`src/rtl/lcs_pkg.sv`:
```
package lcs_pkg;

  localparam int DEF_MAX_LEN     = 32;
  localparam int DEF_VALUE_WIDTH = 32;

  localparam logic FUNC_FIRST   = 1'b0;
  localparam logic KIND_LENGTH  = 1'b0;
  localparam logic KIND_ELEMENT = 1'b1;

  typedef enum logic [2:0] {
    ST_LOAD,
    ST_FEED,
    ST_DRAIN,
    ST_OUT_WAIT,
    ST_TB_READ,
    ST_TB_DEC
  } state_t;

endpackage

```
`src/rtl/lcs_cell.sv`:
```
module lcs_cell #(
  parameter int IDX     = 0,
  parameter int MAX_LEN = lcs_pkg::DEF_MAX_LEN,
  parameter int VW      = lcs_pkg::DEF_VALUE_WIDTH,
  parameter int LW      = 6,
  parameter int IW      = 5
) (
  input  logic          clk,
  input  logic          rst_n,
  input  logic          load_en,
  input  logic [VW-1:0] load_value,
  input  logic          clr,
  input  logic [LW-1:0] seq2_len,
  input  logic          in_v,
  input  logic [IW-1:0] in_row,
  input  logic [VW-1:0] in_a,
  input  logic [LW-1:0] in_val,
  input  logic [LW-1:0] in_diag,
  output logic          out_v,
  output logic [IW-1:0] out_row,
  output logic [VW-1:0] out_a,
  output logic [LW-1:0] out_val,
  output logic [LW-1:0] out_diag,
  input  logic [IW-1:0] rd_row,
  output logic          eq_o,
  output logic          dir_o
);

  logic [VW-1:0] b_r;
  logic [LW-1:0] up_r;
  logic          out_v_r;
  logic [IW-1:0] out_row_r;
  logic [VW-1:0] out_a_r;
  logic [LW-1:0] out_val_r;
  logic [LW-1:0] out_diag_r;
  logic          eq_r;
  logic          dir_r;
  logic          eq_mem  [MAX_LEN];
  logic          dir_mem [MAX_LEN];
  logic          border;
  logic          match;
  logic          dir_bit;
  logic [LW-1:0] cur_nxt;

  assign border  = (LW'(IDX) >= seq2_len);
  assign match   = (in_a == b_r);
  assign dir_bit = (up_r >= in_val);

  always_comb begin
    if (border) begin
      cur_nxt = '0;
    end else if (match) begin
      cur_nxt = in_diag + LW'(1);
    end else begin
      cur_nxt = dir_bit ? up_r : in_val;
    end
  end

  always_ff @(posedge clk) begin
    if (!rst_n) begin
      out_v_r <= 1'b0;
    end else begin
      out_v_r <= in_v;
    end
  end

  always_ff @(posedge clk) begin
    if (load_en) begin
      b_r <= load_value;
    end
    if (clr) begin
      up_r <= '0;
    end else if (in_v) begin
      up_r <= cur_nxt;
    end
    if (in_v) begin
      out_row_r       <= in_row;
      out_a_r         <= in_a;
      out_val_r       <= cur_nxt;
      out_diag_r      <= up_r;
      eq_mem[in_row]  <= match;
      dir_mem[in_row] <= dir_bit;
    end
    eq_r  <= eq_mem[rd_row];
    dir_r <= dir_mem[rd_row];
  end

  assign out_v    = out_v_r;
  assign out_row  = out_row_r;
  assign out_a    = out_a_r;
  assign out_val  = out_val_r;
  assign out_diag = out_diag_r;
  assign eq_o     = eq_r;
  assign dir_o    = dir_r;

endmodule

```
`config.mk`:
```
export PLATFORM = sky130hd
export DESIGN_NAME = lcs_cell
export DESIGN_NICKNAME = d
export VERILOG_FILES = /design/src/rtl/lcs_pkg.sv /design/src/rtl/lcs_cell.sv
export SDC_FILE = /design/constraint.sdc
export NUM_CORES = 1
export LEC_CHECK = 0
export ABC_AREA = 1
export BUFFER_PORTS_ARGS = -buffer_cell sky130_fd_sc_hd__buf_2
export CAP_MARGIN = 20
export CORE_ASPECT_RATIO = 0.7
export CORE_MARGIN = 3
export CORE_UTILIZATION = 33
export DETAILED_ROUTE_END_ITERATION = 7
export MAX_ROUTING_LAYER = met4
export PLACE_DENSITY = 0.59
export RECOVER_POWER = 100
export SETUP_SLACK_MARGIN = 0.2
export SYNTH_ARGS = -nofsm -noshare
export SYNTH_HDL_FRONTEND = slang
export SYNTH_SLANG_ARGS = --single-unit
export TNS_END_PERCENT = 50
```
`constraint.sdc`:
```
create_clock -name clk -period 1.8 [get_ports clk]
set_input_delay 0.27 -clock clk [delete_from_list [all_inputs] [get_ports clk]]
set_output_delay 0.27 -clock clk [all_outputs]
set_load 0.02 [all_outputs]
```
==> results.txt <==
----------------------------------------------------
[Logic synthesis]
  Total of warnings raised by yosys ... 0
  Area leader, netlist ... sky130_fd_sc_hd__edfxtp_1
  Multiplexer fraction of the synthesized cell area ... 0%
  Xor-xnor portion of the synthesized cell area ... 3.51%
  EDFF count, synth ... 145
  Fraction of the mapped netlist area in adder cells ... 1.35%
  Most used flip-flop cell after synthesis ... sky130_fd_sc_hd__edfxtp_1
  Largest cells by area after synthesis ... sky130_fd_sc_hd__edfxtp_1, sky130_fd_sc_hd__nand2_1, sky130_fd_sc_hd__nor2_1
  Number of register bits inferred by synthesis ... 154
  Compound-cell area share of the yosys netlist ... 7.07%
  Synthesized cell area ... 6490 sq um
  Number of distinct library cells after synthesis ... 31
  Top cell type's share of synthesized area ... 67.1%
  Largest family of logic cells by synthesized area ... simple AND/OR/NAND/NOR gates
  Simple-Gate Fraction of Synth Area ... 14.1%
  Post-synthesis cell count ... 543
  Sequential-to-total area share from yosys stat ... 69.8%
  Async set or reset register ratio after synthesis ... 0%
  Per-instance average area after synthesis ... 12.0 sq um
  Synthesized Nets ... 647

[Finish]
  Number of antenna diodes ... 0
  Share of final-layout standard cells stronger than drive strength 1 ... 22.3%
  Final core utilization ... 44.5%
  Finished Cell Area ... 8510 sq um
  Most common library cell in the layout ignoring fill and taps ... sky130_fd_sc_hd__edfxtp_1
  Commonest cells after routing, fill and taps aside ... sky130_fd_sc_hd__edfxtp_1, sky130_fd_sc_hd__clkbuf_1, sky130_fd_sc_hd__nand2_1, sky130_fd_sc_hd__nor2_1, sky130_fd_sc_hd__buf_2
  Area growth from synthesis to layout ... 31.1%
  Layout Nets ... 834
  Fin cells ... 1007

[Floorplanning]
  Initial standard-cell utilization of the core ... 33.9%
  Core Footprint ... 19100 sq um
  Vertical die dimension ... 123 microns
  IO Pins ... 149
  Standard-cell row count ... 42
  Die outline area ... 21400 sq um
  Die width ... 174 microns

[Placement]
  GPL Wtd Cong ... 0.787
  Count of input and output buffers ... 148
  Area after detailed placement ... 7650 sq um
  Place WS ... -7.87 ps
  DPL Wire Length ... 11.5 mm
  Post-Place Cells ... 957

[Clock network]
  Clock sink count ... 154
  Clock-pin slew of the registers on the worst-case setup and hold paths ... 60 ps
  H-tree Lvls ... 4
  Cell at the root of the clock tree ... sky130_fd_sc_hd__clkbuf_16
  Longest Clk Path Bufs ... 2
  TritonCTS clock tree ... yes
  Cts bufs inserted ... 17
  Insertion delay to the later sink of the worst-skew pair ... 420 ps

[STA]
  Final hold slack ... 27.9 ps
  Crit path setup slack, layout ... 81.8 ps
  Setup repair after global routing missed its margin ... yes
  Time the worst path needs with I/O delays and setup ... 1720 ps
  Clock tree skew after final layout ... 8.55 ps
  Worst-Margin Slew ... 888 ps
  Final critical-path share of the clock period ... 95.5%
  Final setup violation count ... 0
  Total negative setup slack ... 0 ps
  Number of pins exceeding their max-slew limit in the final report ... 0
  Final Hold Viols ... 0
  Worst-case headroom to the max-slew limit ... 40.8%
  Highest clock frequency the design can meet ... 0.582 GHz

[Worst setup path]
  Slowest stage delay, CP ... 410 ps
  Setup slack on the worst flop-to-flop path ... 80 ps
  Crit Path Class ... register to register
  Worst R2R Path Depth ... 9
  Cell family with most CP delay ... simple AND/OR/NAND/NOR gates
  Maximum fanout encountered on the critical timing path ... 2
  Worst setup path startpoint ... b_r[16]$_DFFE_PP_
  Kind of end point of the critical path ... register
  Slowest library cell on the worst path ... sky130_fd_sc_hd__edfxtp_1
  Number of buffers and inverters on the critical path ... 2
  Worst reg2reg endpoint ... out_val[1]$_DFFE_PP_
  Type of element launching the critical path ... register
  Crit path arrival time ... 1890 ps
  Beginning of the worst register-to-register path ... b_r[16]$_DFFE_PP_
  Cells along the critical path ... xnor2_2 > nand2_1 > nor2_2 > nand2_2 > nor2_4 > buf_4 > nand3b_1 > nand3_2 > inv_1
  Required time worst endpoint ... 1980 ps

[Routing]
  Iteration-0 DRC Markers ... 367
  DRC Markers ... 0
  Final routed wire length divided by cell count ... 16.4 microns
  Number of vias per cell ... 4.62
  Drt pass-1 iters ... 4
  Vias after detailed routing ... 4652
  Detail Route Antenna Nets ... 0
  Final wirelength ... 16.6 mm

[Global routing]
  Vias in the first global route ... 4453
  Total congestion overflow ... 0
  Antenna violations before repair ... 0
  Most utilized layer in the global route result ... met2
  Met3 capacity usage during global routing ... 4.24%
  Pin count of the biggest net entering global routing ... 61
  Met1 Usage GRT ... 22.0%
  Global-route wire length before repair ... 24.8 mm
  GRT Total Usage ... 16.1%
  GR Layer Usage met2 ... 23.7%

[Hold path]
  Cell depth of the worst min-delay path ... 1
  Min-Delay Path Class ... input pin to register
  Destination of the worst hold path ... b_r[21]$_DFFE_PP_
  HP Start ... load_value[21]

[Power and ir drop]
  Total power after layout ... 8.69 mW
  Power per Cell Area ... 1020 nW/um^2
  Worst supply voltage drop on vdd ... 0.541 mV
  Leakage power of the design ... 3.30 nW

[Run]
  Max-Cap Viols ... 0

[Status]
  Run status ... completed

----------------------------------------------------
## worst max-delay path by stage
stage / endpoint / depth (start not counted)
final: out_val[1]$_DFFE_PP_ / 9
after global routing: eq_mem[2]$_DFFE_PP_ / 9
after CTS: out_val[1]$_DFFE_PP_ / 9
after floorplan: out_val[1]$_DFFE_PP_ / 12
after detailed placement: out_val[0]$_DFFE_PP_ / 12
after global placement: out_val[0]$_DFFE_PP_ / 12
## layout make-up
type	count	area, sq um
tap	264	330
sequential	154	4540
timing repair buffer	179	927
clock inverter	10	101
clock buffer	22	464
multi-input combinational	325	1930
inverter	53	216
fill	1870	10600
## where the power goes
part           total, mW  switching (mW)  internal [mW]
Clock               3.45            1.36           2.09
Sequential          4.22          0.0793           4.14
Combinational       1.02           0.655          0.368
## sequential cells by signal (all words and copies together), names as in the netlist
| register | cells |
|---|---|
| up_r | 6 |
| out_row | 5 |
| eq_mem | 32 |
| out_a | 32 |
| out_diag | 6 |
| eq_o | 1 |
| dir_mem | 32 |
| dir_o | 1 |
| b_r | 32 |
| out_v | 1 |
| out_val | 6 |
## kinds of logic (layout without fill, tap and decap cells)
logic type / count (synthesis) / count (layout)
and+or+nand+nor: 216 / 217
DFF: 154 / 154
AOI/OAI and AO/OA: 75 / 75
buffers and inverters: 65 / 264
xor gates and xnor gates: 26 / 26
adders and majority gates: 7 / 7
## synthesized netlist by cell type, types with 5 or more instances
cell                         n
sky130_fd_sc_hd__a21oi_1     6
sky130_fd_sc_hd__a21oi_2     6
sky130_fd_sc_hd__buf_2       8
sky130_fd_sc_hd__dfxtp_1     9
sky130_fd_sc_hd__edfxtp_1  145
sky130_fd_sc_hd__ha_1        7
sky130_fd_sc_hd__inv_1      48
sky130_fd_sc_hd__nand2_1    89
sky130_fd_sc_hd__nand3_1    29
sky130_fd_sc_hd__nand3_2     5
sky130_fd_sc_hd__nor2_1     84
sky130_fd_sc_hd__o21ai_0    20
sky130_fd_sc_hd__o21ai_1    24
sky130_fd_sc_hd__o221ai_1   12
sky130_fd_sc_hd__xnor2_1    24
## timing repair
item / 4_1_cts / 5_1_grt
hold buffers: 3 / 8
pin swaps: 17 / 21
hold endpoints to repair: 3 / 8
resized for setup: 29 / 36
setup endpoints to repair: 76 / 76
setup buffers: 3 / 0
cloned: 4 / 0
## layer usage
| metal | vias to the layer above | wire length, microns |
|---|---|---|
| li1 | 2261 | - |
| met1 | 2241 | 7980 |
| met2 | 133 | 7360 |
| met3 | 17 | 1010 |
| met4 | 0 | 200 |
| met5 | - | 0 |
(Power assumes the default switching activity.)
